**config.mk**
```make
export PLATFORM = sky130hd
export DESIGN_NAME = mdm_engine
export DESIGN_NICKNAME = d
export VERILOG_FILES = /design/src/rtl/core/mdm_pkg.sv /design/src/rtl/core/mdm_engine.sv
export SDC_FILE = /design/constraint.sdc
export NUM_CORES = 2
export LEC_CHECK = 0
export BUFFER_PORTS_ARGS = -buffer_cell sky130_fd_sc_hd__buf_2
export CORE_ASPECT_RATIO = 1.2
export CORE_MARGIN = 5
export CORE_UTILIZATION = 45
export DETAILED_ROUTE_END_ITERATION = 16
export GPL_ROUTABILITY_DRIVEN = 0
export PLACE_DENSITY_LB_ADDON = 0.3
export RECOVER_POWER = 25
export SETUP_SLACK_MARGIN = 0.1
export SLEW_MARGIN = 30
export SYNTH_ARGS = -nofsm -noshare
export SYNTH_HDL_FRONTEND = slang
export SYNTH_SLANG_ARGS = --single-unit
```
**constraint.sdc**
```tcl
create_clock -name clk -period 10.01 [get_ports clk]
set_clock_uncertainty 0.05 [all_clocks]
set_input_delay 0.5005 -clock clk [delete_from_list [all_inputs] [get_ports clk]]
set_output_delay 0.5005 -clock clk [all_outputs]
set_load 0.01 [all_outputs]
```
**src/rtl/core/mdm_pkg.sv**
```systemverilog
// Shared types and constants for the mean deviation about median block.
`default_nettype none

package mdm_pkg;

  localparam int MAX_CLASSES  = 256;
  localparam int VALUE_BITS   = 32;
  localparam int FREQ_BITS    = 16;
  localparam int TOTAL_BITS   = 24;
  localparam int MEDIAN_BITS  = VALUE_BITS + 2;
  localparam int DEV_BITS     = VALUE_BITS + 1;
  localparam int STATUS_BITS  = 2;

  localparam int ADDR_BITS    = $clog2(MAX_CLASSES);
  localparam int COUNT_BITS   = $clog2(MAX_CLASSES + 1);
  localparam int DIFF_BITS    = VALUE_BITS + 3;
  localparam int ABS_BITS     = VALUE_BITS + 2;
  localparam int PROD_BITS    = ABS_BITS + FREQ_BITS;
  localparam int SUM_BITS     = PROD_BITS + ADDR_BITS;
  localparam int DIVISOR_BITS = TOTAL_BITS + 1;
  localparam int DIV_CNT_BITS = $clog2(SUM_BITS + 1);

  localparam logic [STATUS_BITS-1:0] ST_OK       = 2'd0;
  localparam logic [STATUS_BITS-1:0] ST_ZERO     = 2'd1;
  localparam logic [STATUS_BITS-1:0] ST_OVERFLOW = 2'd2;

  typedef struct packed {
    logic signed [VALUE_BITS-1:0] class_value;
    logic [FREQ_BITS-1:0]         class_frequency;
    logic                         last_class;
  } item_t;

  typedef struct packed {
    logic signed [MEDIAN_BITS-1:0] median_value;
    logic [DEV_BITS-1:0]           avg_abs_dev;
    logic [STATUS_BITS-1:0]        status;
  } result_t;

  typedef struct packed {
    logic signed [VALUE_BITS-1:0] value;
    logic [FREQ_BITS-1:0]         freq;
  } entry_t;

  typedef struct packed {
    logic signed [MEDIAN_BITS-1:0] median2;
    logic [SUM_BITS-1:0]           dev_sum;
  } eng_result_t;

endpackage

`default_nettype wire

```
**src/rtl/core/mdm_engine.sv**
```systemverilog
// Median search pass and weighted deviation sum pass over the class RAM.
`default_nettype none

module mdm_engine (
  input  wire logic                           clk,
  input  wire logic                           rst,
  input  wire logic                           start,
  input  wire logic [mdm_pkg::COUNT_BITS-1:0] count,
  input  wire logic [mdm_pkg::TOTAL_BITS-1:0] total,
  output logic [mdm_pkg::ADDR_BITS-1:0]       rd_addr,
  input  wire mdm_pkg::entry_t                rd_data,
  output logic                                done,
  output mdm_pkg::eng_result_t                res
);

  localparam logic [1:0] E_IDLE = 2'd0;
  localparam logic [1:0] E_MED  = 2'd1;
  localparam logic [1:0] E_MID  = 2'd2;
  localparam logic [1:0] E_SUM  = 2'd3;

  logic [1:0] state;
  logic [mdm_pkg::COUNT_BITS-1:0] idx;
  logic issuing;
  logic rd_vld;
  logic v1;
  logic v2;

  logic [mdm_pkg::TOTAL_BITS-1:0] cum;
  logic [mdm_pkg::TOTAL_BITS-1:0] cum_next;
  logic [mdm_pkg::TOTAL_BITS-1:0] rank_lo;
  logic [mdm_pkg::TOTAL_BITS-1:0] rank_hi;
  logic found_lo;
  logic found_hi;
  logic signed [mdm_pkg::VALUE_BITS-1:0] v_lo;
  logic signed [mdm_pkg::VALUE_BITS-1:0] v_hi;
  logic signed [mdm_pkg::MEDIAN_BITS-1:0] median2;

  logic signed [mdm_pkg::DIFF_BITS-1:0] two_v;
  logic signed [mdm_pkg::DIFF_BITS-1:0] med_ext;
  logic signed [mdm_pkg::DIFF_BITS-1:0] diff;
  logic [mdm_pkg::DIFF_BITS-1:0] abs_full;
  logic [mdm_pkg::ABS_BITS-1:0] absd;
  logic [mdm_pkg::FREQ_BITS-1:0] f1;
  logic [mdm_pkg::PROD_BITS-1:0] prod;
  logic [mdm_pkg::SUM_BITS-1:0] acc;

  assign issuing = ((state == E_MED) || (state == E_SUM)) && (idx < count);
  assign rd_addr = idx[mdm_pkg::ADDR_BITS-1:0];

  // lower middle rank equals upper one when the total is odd
  assign rank_hi  = (total >> 1) + mdm_pkg::TOTAL_BITS'(1);
  assign rank_lo  = total[0] ? rank_hi : (total >> 1);
  assign cum_next = cum + mdm_pkg::TOTAL_BITS'(rd_data.freq);

  assign two_v   = {{(mdm_pkg::DIFF_BITS - mdm_pkg::VALUE_BITS - 1){rd_data.value[mdm_pkg::VALUE_BITS-1]}},
                    rd_data.value, 1'b0};
  assign med_ext = {{(mdm_pkg::DIFF_BITS - mdm_pkg::MEDIAN_BITS){median2[mdm_pkg::MEDIAN_BITS-1]}},
                    median2};
  assign diff     = two_v - med_ext;
  assign abs_full = diff[mdm_pkg::DIFF_BITS-1] ? (~diff + mdm_pkg::DIFF_BITS'(1)) : diff;

  assign done = (state == E_SUM) && !issuing && !rd_vld && !v1 && !v2;
  assign res.median2 = median2;
  assign res.dev_sum = acc;

  always_ff @(posedge clk) begin
    if (rst) begin
      state  <= E_IDLE;
      idx    <= '0;
      rd_vld <= 1'b0;
      v1     <= 1'b0;
      v2     <= 1'b0;
    end else begin
      rd_vld <= issuing;
      v1     <= rd_vld && (state == E_SUM);
      v2     <= v1;
      if (issuing) begin
        idx <= idx + mdm_pkg::COUNT_BITS'(1);
      end
      case (state)
        E_IDLE: begin
          if (start) begin
            idx   <= '0;
            state <= E_MED;
          end
        end
        E_MED: begin
          if (!issuing && !rd_vld) begin
            state <= E_MID;
          end
        end
        E_MID: begin
          idx   <= '0;
          state <= E_SUM;
        end
        E_SUM: begin
          if (done) begin
            state <= E_IDLE;
          end
        end
        default: state <= E_IDLE;
      endcase
    end
  end

  // median pass datapath
  always_ff @(posedge clk) begin
    if (state == E_IDLE && start) begin
      cum      <= '0;
      found_lo <= 1'b0;
      found_hi <= 1'b0;
    end else if (state == E_MED && rd_vld) begin
      cum <= cum_next;
      if (!found_lo && (rank_lo <= cum_next)) begin
        found_lo <= 1'b1;
        v_lo     <= rd_data.value;
      end
      if (!found_hi && (rank_hi <= cum_next)) begin
        found_hi <= 1'b1;
        v_hi     <= rd_data.value;
      end
    end
    if (state == E_MID) begin
      median2 <= mdm_pkg::MEDIAN_BITS'(v_lo) + mdm_pkg::MEDIAN_BITS'(v_hi);
    end
  end

  // sum pass: abs stage, multiply stage, accumulate
  always_ff @(posedge clk) begin
    if (rd_vld) begin
      absd <= abs_full[mdm_pkg::ABS_BITS-1:0];
      f1   <= rd_data.freq;
    end
    if (v1) begin
      prod <= mdm_pkg::PROD_BITS'(f1) * mdm_pkg::PROD_BITS'(absd);
    end
    if (state == E_MID) begin
      acc <= '0;
    end else if (v2) begin
      acc <= acc + mdm_pkg::SUM_BITS'(prod);
    end
  end

endmodule

`default_nettype wire

```
==> reports/qor.csv <==
stage;metric;value;unit
run_status;status;complete, but fails checks;
run_status;failing checks;max-capacitance violations, max-slew violations;
yosys;area share of the leading cell type in the synthesized netlist;0.248;
worst_setup_path;Startpoint Class;flop;
yosys;Synth Warn #;0;
worst_hold_path;hold worst-path end;f1[11];
worst_setup_path;FF-to-FF Start;f1[2];
cells_and_area;fill count;7625;
global_route;Tot GR Track Use;0.210;
clocking;cts hold-fix bufs;0;
timing;Setup Total Neg Slack;0;ps
timing;max_slew headroom;-0.957;
yosys;Synth area leader;fa_1;
yosys;largest cells by area after synthesis;fa_1 25%, edfxtp_1 16%, ha_1 11%, inv_1 5.9%, dfxtp_1 5.4%;
worst_hold_path;HP Class;input pin to flop;
worst_setup_path;critical path required time;10250;ps
global_route;grt ovf;0;
yosys;Async SR Flop Fraction;0;
die;Initial Util;0.452;
drt;vias;27600;
clocking;clk_lat worst skew;560;ps
yosys;Mean Syn Cell Area;9.21;sq um
drt;vias per inst;5.39;
timing;final hold vios;0;
yosys;Synth Instances;3951;
worst_hold_path;Hold Path Origin;rd_data[11];
worst_setup_path;Most common cell on crit path;fa_1;
yosys;synthesized area;36400;sq um
die;die area;86700;sq um
die;Die H;322;um
die;Rows;114;
worst_setup_path;Crit Path Max Fanout;20;
timing;RSZ-0062 raised after global routing;no;
cells_and_area;share of layout cells above drive strength 1;0.0624;
die;CORE AREA;80400;sq um
clocking;PostCTS Resize Cnt;0;
clocking;Root Driver;clkbuf_16;
timing;post-layout min period;8190;ps
global_route;largest net degree at the start of global routing;57;
timing;Slew Viols, Final;110;
global_route;vias in the first global route;28600;
clocking;setup bufs post-CTS;0;
timing;Fmax achieved;122;MHz
clocking;CTS clk-pin slew, worst paths;60;ps
yosys;Yosys cell types;83;
worst_setup_path;Worst Reg-to-Reg Cells;23;
yosys;commonest register cell after synthesis;edfxtp_1;
timing;Worst Tran Pin Value;2930;ps
placed_design;PortBufs;184;
worst_setup_path;r2r setup slk;1820;ps
timing;Final Setup Violations;0;
cells_and_area;Area Overhead vs Synth;8.08;%
job;maximum capacitance violations;2;
worst_setup_path;worst path cell trace;buf_4 > nand2_1 > fa_1 > fa_1 > fa_1 > inv_1 > fa_1 > fa_1 > inv_1 > fa_1 > inv_1 > ha_1 > nand3_1 > nor2_1 > a221oi_1 > o41a_1 > nor2_1 > o41ai_1 > nor4_1 > o41ai_1 > a21oi_1 > a311oi_1 > xnor2_1;
worst_setup_path;crit path max-delay cell type;edfxtp_1;
drt;number of nets still failing antenna checks after routing;0;
clocking;Max Buffers Root-to-Sink;3;
yosys;Post-synth EDFFs;197;
drt;First-pass DRT Iterations;5;
worst_hold_path;hold depth;1;
global_route;first-pass GRT wire length;148000;um
worst_setup_path;max incr delay on CP;960;ps
clocking;clk sinks;295;
worst_setup_path;Worst EP arrival;8420;ps
yosys;syn_nets;4800;
timing;crit share post-route;0.818;
worst_setup_path;crit end category;flop;
drt;DRC;0;
drt;WL final;91300;um
global_route;antenna violations before repair;6;
drt;Iter 0 DRT Violations;1629;
clocking;CTS tree;built;
placed_design;DP HPWL;71400;um
yosys;register area share after synthesis;0.216;
cells_and_area;Final nets;4893;
worst_setup_path;Setup CP Type;flop to flop;
drt;routed len/inst;17.8;um
clocking;CTS H-tree depth;2;
yosys;number of synthesized register bits;295;
worst_setup_path;RR Endpoint;prod[46];
die;die width;270;um
clocking;Inserted Clock Buffers;36;
die;I/O pin count;185;
==> worst max-delay path by stage <==
stage               start  cells past startpoint       end
detailed placement  f1[2]                     23  prod[46]
CTS                 f1[2]                     23  prod[46]
global route        f1[2]                     23  prod[46]
finish              f1[2]                     23  prod[46]
floorplan           f1[6]                     24  prod[46]
global placement    f1[5]                     23  prod[46]
==> critical path: cells and delay by family (launching register included) <==
family          cells  cell delay, ps
buf+inv             4             530
flops               1             960
fa+ha+maj           7            3400
xor+xnor            1             100
simple gates        5             590
compound gates      6            2290
==> sequential cells by signal (all words and copies together), names as in the netlist <==
| register | flops |
|---|---|
| acc | 58 |
| v_hi | 32 |
| found_hi | 1 |
| prod | 50 |
| v1 | 1 |
| f1 | 16 |
| cum | 24 |
| absd | 34 |
| state | 2 |
| rd_vld | 1 |
| v_lo | 32 |
| v2 | 1 |
| found_lo | 1 |
| median2 | 33 |
| idx | 9 |
==> per-stage QoR <==
| step | utilization | worst slack (ps) | area, sq um | hold WS, ps | std cells |
|---|---|---|---|---|---|
| 2_1_floorplan | - | 2960 | 36400 | 373 | 3951 |
| 6_report | 0.489 | 1820 | 39300 | 121 | 5117 |
| 5_1_grt | 0.489 | 1330 | 39300 | 111 | 5114 |
| 3_3_place_gp | 0.474 | 1850 | 38100 | 398 | 5047 |
| 3_5_place_dp | 0.475 | 1830 | 38200 | 412 | 5050 |
| 4_1_cts | 0.490 | 1810 | 39400 | 56.0 | 5114 |
==> layer usage <==
metal | GRT usage | vias to the layer above | wire length (um)
li1 | - | 13100 | -
met1 | 0.265 | 13400 | 38100
met2 | 0.365 | 846 | 43600
met3 | 0.0437 | 164 | 6640
met4 | 0.0627 | 6 | 2960
met5 | 0 | - | 47
==> Yosys cell counts, types with 26 or more instances <==
cell type  instances
edfxtp_1         197
dfxtp_1           98
a21o_1           110
xnor2_1          143
and2_1           249
inv_1            576
nor3_1            41
nand4_1           43
and3_1            33
a21oi_1          192
nand3_1           57
o21ai_0          121
mux2i_1           33
ha_1             315
xor2_1           119
nor2b_1           35
fa_1             450
nand2_1          459
nor2_1           218
o21a_1            29
clkbuf_1         130
o21bai_1          26
nand2b_1          28
==> layout make-up <==
cell class              instances  area (sq um)  share of cell area
diodes                          3          7.51            0.000191
well taps                    1044          1310              0.0332
inverters                     576          2160              0.0550
clock buffers                  44           962              0.0245
multi-input cells            2924         25700               0.653
flip-flops and latches        295          7880               0.200
clock inverters                20           223             0.00566
repair buffers                211          1100              0.0281
==> layout by cell type, fill, tap and decap left out, types with 29 or more instances in the layout <==
master / Yosys / layout
inv_1: 576 / 576
nand2_1: 459 / 459
fa_1: 450 / 450
ha_1: 315 / 314
and2_1: 249 / 248
nor2_1: 218 / 216
edfxtp_1: 197 / 197
a21oi_1: 192 / 192
xnor2_1: 143 / 143
buf_2: 0 / 136
o21ai_0: 121 / 121
xor2_1: 119 / 119
a21o_1: 110 / 110
dfxtp_1: 98 / 96
nand3_1: 57 / 57
clkbuf_1: 130 / 56
nand4_1: 43 / 43
nor3_1: 41 / 41
clkbuf_16: 0 / 37
nor2b_1: 35 / 35
and3_1: 33 / 33
mux2i_1: 33 / 33
o21a_1: 29 / 29
==> kinds of logic (layout without fill, tap and decap cells) <==
group	after synthesis	count (layout)	share of synthesized area
buffers and inverters	732	851	0.0784
muxes	34	34	0.00939
AOI/OAI and AO/OA	646	646	0.115
xor gates and xnor gates	262	262	0.0631
DFF	295	295	0.216
other	0	3	0
and+or+nand+nor	1217	1217	0.162
adders and majority gates	765	765	0.356
Power is not shown: default switching activity piles up to over one toggle a cycle in this logic, so the estimate is an artifact.
