--- src/rtl/core/mdm_pkg.sv ---
// Shared types and constants for the mean deviation about median block.
`default_nettype none

package mdm_pkg;

  localparam int MAX_CLASSES  = 256;
  localparam int VALUE_BITS   = 32;
  localparam int FREQ_BITS    = 16;
  localparam int TOTAL_BITS   = 24;
  localparam int MEDIAN_BITS  = VALUE_BITS + 2;
  localparam int DEV_BITS     = VALUE_BITS + 1;
  localparam int STATUS_BITS  = 2;

  localparam int ADDR_BITS    = $clog2(MAX_CLASSES);
  localparam int COUNT_BITS   = $clog2(MAX_CLASSES + 1);
  localparam int DIFF_BITS    = VALUE_BITS + 3;
  localparam int ABS_BITS     = VALUE_BITS + 2;
  localparam int PROD_BITS    = ABS_BITS + FREQ_BITS;
  localparam int SUM_BITS     = PROD_BITS + ADDR_BITS;
  localparam int DIVISOR_BITS = TOTAL_BITS + 1;
  localparam int DIV_CNT_BITS = $clog2(SUM_BITS + 1);

  localparam logic [STATUS_BITS-1:0] ST_OK       = 2'd0;
  localparam logic [STATUS_BITS-1:0] ST_ZERO     = 2'd1;
  localparam logic [STATUS_BITS-1:0] ST_OVERFLOW = 2'd2;

  typedef struct packed {
    logic signed [VALUE_BITS-1:0] class_value;
    logic [FREQ_BITS-1:0]         class_frequency;
    logic                         last_class;
  } item_t;

  typedef struct packed {
    logic signed [MEDIAN_BITS-1:0] median_value;
    logic [DEV_BITS-1:0]           avg_abs_dev;
    logic [STATUS_BITS-1:0]        status;
  } result_t;

  typedef struct packed {
    logic signed [VALUE_BITS-1:0] value;
    logic [FREQ_BITS-1:0]         freq;
  } entry_t;

  typedef struct packed {
    logic signed [MEDIAN_BITS-1:0] median2;
    logic [SUM_BITS-1:0]           dev_sum;
  } eng_result_t;

endpackage

`default_nettype wire

--- src/rtl/core/mdm_divider.sv ---
// Restoring divider, one quotient bit per cycle.
`default_nettype none

module mdm_divider (
  input  wire logic                             clk,
  input  wire logic                             rst,
  input  wire logic                             start,
  input  wire logic [mdm_pkg::SUM_BITS-1:0]     dividend,
  input  wire logic [mdm_pkg::DIVISOR_BITS-1:0] divisor,
  output logic                                  done,
  output logic [mdm_pkg::SUM_BITS-1:0]          quotient
);

  logic busy;
  logic [mdm_pkg::DIV_CNT_BITS-1:0] cnt;
  logic [mdm_pkg::SUM_BITS-1:0] quo;
  logic [mdm_pkg::DIVISOR_BITS-1:0] rem;
  logic [mdm_pkg::DIVISOR_BITS-1:0] dvs;
  logic [mdm_pkg::DIVISOR_BITS:0] trial;
  logic [mdm_pkg::DIVISOR_BITS:0] sub;
  logic take;

  assign trial    = {rem, quo[mdm_pkg::SUM_BITS-1]};
  assign sub      = trial - {1'b0, dvs};
  assign take     = (trial >= {1'b0, dvs});
  assign quotient = quo;

  always_ff @(posedge clk) begin
    if (rst) begin
      busy <= 1'b0;
      done <= 1'b0;
      cnt  <= '0;
    end else begin
      done <= 1'b0;
      if (start) begin
        busy <= 1'b1;
        cnt  <= '0;
      end else if (busy) begin
        cnt <= cnt + mdm_pkg::DIV_CNT_BITS'(1);
        if (cnt == mdm_pkg::DIV_CNT_BITS'(mdm_pkg::SUM_BITS - 1)) begin
          busy <= 1'b0;
          done <= 1'b1;
        end
      end
    end
  end

  always_ff @(posedge clk) begin
    if (start) begin
      quo <= dividend;
      rem <= '0;
      dvs <= divisor;
    end else if (busy) begin
      quo <= {quo[mdm_pkg::SUM_BITS-2:0], take};
      rem <= take ? sub[mdm_pkg::DIVISOR_BITS-1:0] : trial[mdm_pkg::DIVISOR_BITS-1:0];
    end
  end

endmodule

`default_nettype wire

--- config.mk ---
export PLATFORM = sky130hd
export DESIGN_NAME = mdm_divider
export DESIGN_NICKNAME = d
export VERILOG_FILES = /design/src/rtl/core/mdm_pkg.sv /design/src/rtl/core/mdm_divider.sv
export SDC_FILE = /design/constraint.sdc
export NUM_CORES = 1
export LEC_CHECK = 0
export ABC_CLOCK_PERIOD_IN_PS = 3500
export BUFFER_PORTS_ARGS = -buffer_cell sky130_fd_sc_hd__buf_2
export CAP_MARGIN = 15
export CORE_MARGIN = 2
export CORE_UTILIZATION = 50
export DETAILED_ROUTE_END_ITERATION = 8
export GPL_ROUTABILITY_DRIVEN = 0
export PLACE_DENSITY = 0.75
export RECOVER_POWER = 100
export SLEW_MARGIN = 10
export SYNTH_ARGS = -nofsm -noshare
export SYNTH_HDL_FRONTEND = slang
export SYNTH_SLANG_ARGS = --single-unit
--- constraint.sdc ---
create_clock -name clk -period 3.5 [get_ports clk]
set_clock_uncertainty 0.15 [all_clocks]
set_input_delay 0.35 -clock clk [delete_from_list [all_inputs] [get_ports clk]]
set_output_delay 0.35 -clock clk [all_outputs]
set_load 0.03 [all_outputs]
==> results.json, run 1 <==
{
  "netlist.area_leader.share": 0.4053,
  "count_of_cells_along_the_worst_register_to_register_path": 12,
  "powerDensity_nw_per_um2": 546.1,
  "first_global_vias": 5021,
  "crit_buf_inv": 2,
  "timing.final.ws_setup_ns": 0.3258,
  "hold_class": "primary input to register",
  "place_ws_ns": 0.3933,
  "cell_by_cell_trace_of_the_critical_path": "inv_1 -> ha_1 -> inv_1 -> fa_1 -> a21o_4 -> nand4_4 -> a2111oi_4 -> nor2_1 -> a211o_1 -> nand2_2 -> o211ai_1 -> a21oi_1",
  "yosysWarningCount": 0,
  "grt_setup_unrepaired": "false",
  "final.period_utilization": 0.9069,
  "cap_viol_max_count": 1,
  "flip_flop_cell_with_the_highest_count_after_synthesis": "edfxtp_1",
  "core.rowCount": 40,
  "drt_wl_cell_um": 15.96,
  "post_synth_inst_count": 547,
  "rr_endpoint": "rem[10]",
  "grt_max_degree": 73,
  "critPathKind": "register to register",
  "cp_data_arrival_time_ns": 3.22,
  "cp_slowest_stage_delay_ns": 0.42,
  "initial_utilization": 0.5120,
  "grt_usage": 0.2247,
  "cts_tree": "done",
  "grt_first_pass_wirelength_um": 23360,
  "timing.setup.tns_ns": 0,
  "clkLatencyLatePin_ns": 0.42,
  "timing.critical_path.depth": 12,
  "critical_path.startpoint": "quotient[57]",
  "htree_levels": 4,
  "worst-endpoint-required_ns": 3.55,
  "die_h_um": 114.9,
  "synth_cell_types": 62,
  "cell_family_contributing_the_most_delay_on_the_critical_path": "compound AO/OA/AOI/OAI gates",
  "fraction_of_the_yosys_area_taken_by_sequential_cells": 0.5127,
  "postCtsSetupBuffers": 0,
  "mean_cell_area_of_the_mapped_netlist_um2": 11.24,
  "finalSetupViolations": 0,
  "power_uw": 4254,
  "ys_ff_latch": 116,
  "critical_path.reg2reg.startpoint": "quotient[57]",
  "synth.largest_area_cell": "edfxtp_1",
  "first_pass_iters": 7,
  "critical_path_top_delay_cell": "fa_1",
  "synth.top_cells.by_area": "edfxtp_1, mux2_2, dfxtp_1, ha_1, nand2_1",
  "grt.overflow.total": 0,
  "fp.dieArea_um2": 13200,
  "top_count_cell_post_synth": "edfxtp_1",
  "layout_min_cycle_time_ns": 3.174,
  "cts_made_buffers": 17,
  "synth_common_cells": "edfxtp_1, mux2_2, nand2_1",
  "launching_element_type_of_the_critical_path": "register",
  "area_growth_pct": 26.65,
  "final_util": 0.6484,
  "design.core.area_um2": 12010,
  "antennaDiodeCount": 0,
  "p_leak_uw": 0.003172,
  "clock_pin_slew_reported_for_the_worst_setup_and_hold_paths_after_clock_tree_synthesis_ns": 0.06,
  "achievable-frequency_mhz": 315.0,
  "slew_headroom": -0.3140,
  "violations": "capacitance limit, slew limit",
  "ios": 145,
  "outcome": "finished, violations left",
  "timing_hold_violations_final": 0,
  "final_nets": 833,
  "die_x_um": 114.9,
  "cp_common_cell": "inv_1",
  "detail_route.drc_violations": 0,
  "max-clock-path-buffers": 2,
  "syn_area_um2": 6150,
  "setup.worst_path.end_class": "register",
  "detail_route.iter0.violations": 335,
  "drt-vias-per-instance": 5.509,
  "synth_nets": 661,
  "synth_async_sr_flop_share": 0,
  "clkSinkCount": 116,
  "slew_viol_final": 38,
  "antenna_found_initial": 0,
  "drtAntennaViolNets": 0,
  "vdd_drop_max_mv": 0.3609,
  "final_layout_size_suffix_gt1_frac": 0.2623,
  "hpwl_um": 9826,
  "worst_pin_slew_ns": 1.971,
  "numPortBuffers": 144,
  "finalWirelength_um": 14030,
  "reg2reg_slack_ns": 0.33,
  "cp_max_fo": 21,
  "number_of_enable_flip_flop_cells_after_synthesis": 83,
  "clock_root_buffer_master": "clkbuf_16",
  "routed-via-count": 4842,
  "cp-endpoint": "rem[10]"
}
[worst register-to-register path, delay by kind of cell (launching register included)]
| kind | cells | cell delay (ns) |
|---|---|---|
| compound gates | 5 | 1.02 |
| buf+inv | 2 | 0.14 |
| flops | 1 | 0.41 |
| fa+ha+maj | 2 | 0.59 |
| simple gates | 3 | 0.66 |
[kinds of logic after synthesis]
group / after synthesis / synth area share
simple gates: 144 / 0.1150
mux: 62 / 0.1129
flops: 116 / 0.5127
xor+xnor: 20 / 0.02848
buf+inv: 58 / 0.03682
fa+ha+maj: 28 / 0.05819
compound gates: 119 / 0.1359
[report_power, final]
group          internal [uW]  switching (uW)  total [uW]
clock                   1070             652        1720
combinational            322             522         844
sequential              1620            67.6        1690
total                   3010            1240        4250
[per-stage QoR]
step                hold slack, ns  area, um^2  cells
finish                     0.08026        7789    879
floorplan                   0.2724        6150    547
CTS                        0.06863        7869    879
detailed placement          0.3403        7015    821
global route               0.07913        7789    879
global placement            0.3177        7015    821
[metal layers]
metal	vias to the layer above	routed length (um)	part of all wire	track usage
li1	2380	-	-	-
met3	17	1010	0.072	0.07749
met4	0	190	0.014	0.08755
met2	158	6899	0.49	0.3784
met1	2287	5926	0.42	0.2654
met5	-	0	0	0
[cell usage in the layout (no fill, tap or decap), types with 6 or more instances in the layout]
master / count
nand3_1: 7
xor2_1: 9
edfxtp_1: 83
xnor2_1: 11
nor3_1: 10
clkbuf_16: 17
nor2_1: 33
buf_2: 84
clkbuf_1: 60
inv_1: 35
a211oi_1: 6
a21oi_1: 38
dfxtp_1: 33
a21o_1: 12
nand2b_1: 6
ha_1: 27
a311oi_1: 15
nand4_1: 7
or3_1: 6
mux2_2: 59
nand2_1: 51
dlygate4sd3_1: 26
o21ai_0: 17
[how the worst min path moves through the flow]
stage / start / end / slack, ns / depth (start not counted)
after CTS: dividend[7] / quotient[7] / 0.07 / 2
final: dividend[52] / quotient[52] / 0.08 / 2
after global placement: cnt[5] / cnt[5] / 0.32 / 2
after global routing: dividend[32] / quotient[32] / 0.08 / 2
after floorplan: rst / busy / 0.27 / 1
after detailed placement: rem[3] / rem[4] / 0.34 / 2
[timing repair]
item | 4_1_cts | 5_1_grt
hold buffers | 26 | 0
gates resized for setup | 0 | 0
endpoints found under the hold margin | 26 | 0
setup endpoints to repair | 0 | 0
[registers in the layout, summed over array words and instances, names as in the netlist]
| signal | cells |
|---|---|
| quotient | 58 |
| busy | 1 |
| cnt | 6 |
| rem | 25 |
| done | 1 |
| dvs | 25 |
[cell type report]
cell class	instances	area (um^2)
Inverter	36	135.1
Multi-Input combinational cell	373	2768
Tap cell	147	183.9
Timing Repair Buffer	175	955.9
Clock buffer	18	439.2
Clock inverter	14	153.9
Sequential cell	116	3153
Fill cell	949	4223
Note: power is estimated with default switching activity, not from simulation.
==> run 2: changes to the inputs <==
--- a/config.mk
+++ b/config.mk
@@ -8,6 +8,7 @@
 export ABC_CLOCK_PERIOD_IN_PS = 3500
 export BUFFER_PORTS_ARGS = -buffer_cell sky130_fd_sc_hd__buf_2
 export CAP_MARGIN = 15
+export CORE_ASPECT_RATIO = 1.25
 export CORE_MARGIN = 2
 export CORE_UTILIZATION = 50
 export DETAILED_ROUTE_END_ITERATION = 8
==> run 2 against run 1 <==
Net effect:
- the flow now finishes without violations
- clock power is 9.9% higher
- sequential power about the same
- register-to-register slack lost 0.08 ns
- design area is 0.74% higher
- routed wire length up 4.7%
- worst hold slack got worse by 0.0021 ns
- sequential cell count unchanged
- count of clock-buffer cells in the layout grew 2
- first-iteration DRC count decreased by 33%
- non-clock buffer count is 1 higher
- global-route usage up 1.3 points
- critical endpoint is now rem[22]
- highest routed layer unchanged
==> results.json, run 2 (same netlist as run 1, synthesis figures left out) <==
{
  "outcome": "finished clean",
  "flip_flop_count_of_the_largest_register_after_layout": 58,
  "layout_min_cycle_time_ns": 3.259,
  "p_leak_uw": 0.003188,
  "final_util": 0.6512,
  "hpwl_um": 10440,
  "filler_cells": 986,
  "area_of_the_multi_input_gates_um2": 2768,
  "reg2reg_slack_ns": 0.24,
  "rr_endpoint": "rem[22]",
  "antenna_found_initial": 0,
  "launching_element_type_of_the_critical_path": "register",
  "detail_route.drc_violations": 0,
  "most-common-layout-cells": "edfxtp_1, buf_2, clkbuf_1",
  "ios": 145,
  "detail_route.iter0.violations": 224,
  "cts_tree": "done",
  "drt-vias-per-instance": 5.449,
  "finalSetupViolations": 0,
  "antennaDiodeCount": 0,
  "numPortBuffers": 144,
  "clock_root_buffer_master": "clkbuf_16",
  "clkLatencyLatePin_ns": 0.42,
  "worst_pin_slew_ns": 1.408,
  "worst-endpoint-required_ns": 3.68,
  "grt_max_degree": 57,
  "worstHoldPathCells": 2,
  "vdd_drop_max_mv": 0.4060,
  "first_pass_iters": 5,
  "design.core.area_um2": 12050,
  "initial_utilization": 0.5104,
  "timing_hold_violations_final": 0,
  "powerDensity_nw_per_um2": 563.9,
  "grt_usage": 0.2376,
  "first_global_vias": 5080,
  "drt_wl_cell_um": 16.37,
  "ff_latch_area_um2": 3153,
  "timing.setup.tns_ns": 0,
  "finalWirelength_um": 14680,
  "max-clock-path-buffers": 2,
  "critical_path.reg2reg.startpoint": "quotient[57]",
  "drtAntennaViolNets": 0,
  "grt_setup_unrepaired": "false",
  "slew_viol_final": 0,
  "grt_first_pass_wirelength_um": 24160,
  "cts_made_buffers": 17,
  "hold_class": "primary input to register",
  "clkSinkCount": 116,
  "htree_levels": 4,
  "hp-start": "dividend[39]",
  "area_growth_pct": 27.59,
  "slew_headroom": 0.06127,
  "cap_viol_max_count": 0,
  "power_uw": 4425,
  "cp_data_arrival_time_ns": 3.43,
  "die_x_um": 103.2,
  "critPathKind": "register to register",
  "final.period_utilization": 0.9311,
  "whs_endpoint": "quotient[39]",
  "cp_max_fo": 11,
  "setup.worst_path.end_class": "register",
  "fp.dieArea_um2": 13210,
  "die_h_um": 128.0,
  "routed-via-count": 4888,
  "count_of_cells_along_the_worst_register_to_register_path": 13,
  "achievable-frequency_mhz": 306.9,
  "final_nets": 834,
  "final_layout_size_suffix_gt1_frac": 0.2565,
  "core.rowCount": 45,
  "grt.overflow.total": 0,
  "postCtsSetupBuffers": 0,
  "clock_pin_slew_reported_for_the_worst_setup_and_hold_paths_after_clock_tree_synthesis_ns": 0.06
}
==> run 2: worst max-delay path, cell delays in order (launching register included) <==
cell       delay (ns)
edfxtp_1         0.37
inv_1            0.05
ha_1             0.21
inv_1            0.07
fa_1             0.23
a21o_4           0.15
nand4_4          0.15
a2111oi_4        0.40
nor2_1           0.13
a211oi_2         0.27
nor2_2           0.14
buf_4            0.20
or3b_1           0.40
a311oi_2         0.24
==> run 2: area by class of cell <==
class / count / area share
flip-flops and latches: 116 / 0.4018
multi-input cells: 373 / 0.3527
repair buffers: 176 / 0.1204
clock buffers: 20 / 0.05565
well taps: 164 / 0.02615
clock inverters: 12 / 0.02599
inverters: 36 / 0.01722
==> run 2: stage by stage <==
stage	hold slack, ns	setup WS (ns)	cells	instance area, um^2
5_1_grt	0.07138	0.06315	897	7846
3_5_place_dp	0.3424	0.3512	839	7044
6_report	0.07817	0.2413	897	7846
2_1_floorplan	0.2724	0.5276	547	6150
3_3_place_gp	0.3228	0.4345	839	7044
4_1_cts	0.06371	0.2782	897	7945
==> run 2: metal layers <==
metal | up-vias | GRT usage | wire [um]
met1 | 2300 | 0.2782 | 5932
met3 | 29 | 0.09051 | 1100
met5 | - | 0 | 0
met2 | 183 | 0.3923 | 7328
met4 | 0 | 0.09056 | 321
li1 | 2376 | - | -
==> run 2: worst max path at each step <==
stage                 startpoint      end  slack [ns]  cells past startpoint
finish              quotient[57]  rem[22]        0.24                     13
global route        quotient[57]  rem[19]        0.06                     13
CTS                 quotient[57]  rem[22]        0.28                     13
detailed placement  quotient[57]  rem[22]        0.35                     13
global placement    quotient[57]  rem[22]        0.43                     13
floorplan           quotient[57]  rem[22]        0.53                     12
==> run 2: power by group <==
part | total [uW] | switching [uW] | internal [uW]
clock network | 1890 | 626 | 1260
logic | 846 | 525 | 320
registers | 1690 | 70.1 | 1620
==> run 2: repair_timing <==
item | CTS | global route
hold buffers | 26 | 0
endpoints found under the setup margin | 0 | 0
gates resized for setup | 0 | 0
endpoints found under the hold margin | 26 | 0
==> run 3: changes to the inputs <==
--- a/config.mk
+++ b/config.mk
@@ -14,7 +14,7 @@
 export DETAILED_ROUTE_END_ITERATION = 8
 export GPL_ROUTABILITY_DRIVEN = 0
 export PLACE_DENSITY = 0.75
-export RECOVER_POWER = 100
+export RECOVER_POWER = 50
 export SLEW_MARGIN = 10
 export SYNTH_ARGS = -nofsm -noshare
 export SYNTH_HDL_FRONTEND = slang
==> run 3 against run 2 <==
Net effect:
- clock power is essentially flat
- routed wire length shrank 0.20%
- register-to-register slack gained 0.02 ns
- via count shrank 0.18%
- worst hold slack lost 0.0042 ns
- non-clock buffer count is the same
- largest cell class unchanged
- critical endpoint unchanged
- total power grew 0.13%
- highest routed layer unchanged
- sequential power is essentially flat
- fmax grew 0.57%
- largest power group unchanged
- sequential cell count is the same
- critical path depth is the same
==> results.json, run 3 (same netlist as run 1, synthesis figures left out) <==
{
  "vdd_drop_max_mv": 0.4062,
  "p_leak_uw": 0.003199,
  "drtAntennaViolNets": 0,
  "die_h_um": 128.0,
  "grt_first_pass_wirelength_um": 24160,
  "grt_usage": 0.2376,
  "worst_pin_slew_ns": 1.411,
  "cell_family_contributing_the_most_delay_on_the_critical_path": "compound AO/OA/AOI/OAI gates",
  "critPathKind": "register to register",
  "final_nets": 834,
  "clkLatencyLatePin_ns": 0.42,
  "grt.overflow.total": 0,
  "outcome": "finished clean",
  "first_pass_iters": 4,
  "launching_element_type_of_the_critical_path": "register",
  "crit_buf_inv": 3,
  "postCtsSetupBuffers": 0,
  "critical_path_top_delay_cell": "a2111oi_4",
  "design.core.area_um2": 12050,
  "detail_route.iter0.violations": 239,
  "cp_max_fo": 11,
  "fp.dieArea_um2": 13210,
  "finalWirelength_um": 14650,
  "clkSinkCount": 116,
  "achievable-frequency_mhz": 308.6,
  "routed-via-count": 4879,
  "post_cts_hold_buffer_count": 26,
  "area_growth_pct": 27.93,
  "timing.setup.tns_ns": 0,
  "core.rowCount": 45,
  "initial_utilization": 0.5104,
  "drt_wl_cell_um": 16.34,
  "cp_data_arrival_time_ns": 3.42,
  "cts_made_buffers": 17,
  "detail_route.drc_violations": 0,
  "timing_hold_violations_final": 0,
  "powerDensity_nw_per_um2": 563.1,
  "finalSetupViolations": 0,
  "grt_max_degree": 57,
  "cp_slowest_stage_delay_ns": 0.42,
  "clock_root_buffer_master": "clkbuf_16",
  "numPortBuffers": 144,
  "max-clock-path-buffers": 2,
  "cts_tree": "done",
  "slew_headroom": 0.05919,
  "flip_flop_count_of_the_largest_register_after_layout": 58,
  "hold_class": "primary input to register",
  "final.period_utilization": 0.9258,
  "slew_viol_final": 0,
  "worst-endpoint-required_ns": 3.68,
  "post_layout_nonfiller_instances": 897,
  "antenna_found_initial": 0,
  "numPlacedInstances": 839,
  "cell_by_cell_trace_of_the_critical_path": "inv_1 -> ha_1 -> inv_1 -> fa_1 -> a21o_4 -> nand4_4 -> a2111oi_4 -> nor2_2 -> a211oi_2 -> nor2_2 -> buf_4 -> or3b_1 -> a311oi_2",
  "ios": 145,
  "layout_min_cycle_time_ns": 3.240,
  "first_global_vias": 5080,
  "die_x_um": 103.2,
  "htree_levels": 4,
  "filler_cells": 984,
  "most-common-layout-cells": "edfxtp_1, buf_2, clkbuf_1",
  "clock_pin_slew_reported_for_the_worst_setup_and_hold_paths_after_clock_tree_synthesis_ns": 0.06,
  "hpwl_um": 10440,
  "grt_setup_unrepaired": "false",
  "drt-vias-per-instance": 5.439,
  "cts_repair_resize_count": 0,
  "cap_viol_max_count": 0,
  "setup.worst_path.end_class": "register",
  "final_layout_size_suffix_gt1_frac": 0.2619,
  "antennaDiodeCount": 0
}
[run 3: final timing paths]
check,cells after the start,endpoint,slack (ns),start
setup reg to reg,13,rem[22],0.26,quotient[57]
hold reg to reg,2,rem[8],0.35,rem[7]
setup / recovery,13,rem[22],0.26,quotient[57]
hold / removal,2,quotient[39],0.07,dividend[39]
[run 3: cell type report]
class | instances | area [um^2] | area share
flip-flops and latches | 116 | 3153 | 0.4008
repair buffers | 176 | 963.4 | 0.1225
well taps | 164 | 205.2 | 0.02608
inverters | 36 | 135.1 | 0.01718
clock inverters | 12 | 203.9 | 0.02592
multi-input cells | 373 | 2770 | 0.3521
clock buffers | 20 | 436.7 | 0.05550
[run 3: where the power goes]
group | internal (uW) | total [uW] | switching, uW
sequential | 1620 | 1690 | 69.8
combinational | 324 | 849 | 525
clock | 1260 | 1890 | 630
total | 3210 | 4430 | 1220
[run 3: per-stage QoR]
step,worst slack [ns],cell area [um^2],hold slack [ns],power [uW],util
5_1_grt,0.08895,7868,0.07138,4602,0.6530
2_1_floorplan,0.5276,6150,0.2724,2309,-
4_1_cts,0.2782,7945,0.06371,4472,0.6594
3_5_place_dp,0.3512,7044,0.3424,2549,0.5846
3_3_place_gp,0.4345,7044,0.3228,2533,0.5846
6_report,0.2596,7868,0.07401,4430,0.6530
[run 3: worst register-to-register path: cells and delay by family, from the launching register on]
kind                     cells  cell delay [ns]
adder cells (fa/ha/maj)      2             0.44
AND/OR/NAND/NOR              4             0.79
flip-flops                   1             0.37
buffers and inverters        3             0.32
AO/OA/AOI/OAI                4             1.09
[run 3: metal layers]
| metal | share of wire | track usage | vias up | routed length [um] |
|---|---|---|---|---|
| met5 | 0 | 0 | - | 0 |
| met4 | 0.022 | 0.09056 | 0 | 322 |
| met3 | 0.079 | 0.09051 | 30 | 1155 |
| met2 | 0.50 | 0.3923 | 196 | 7304 |
| met1 | 0.40 | 0.2782 | 2279 | 5872 |
| li1 | - | - | 2374 | - |
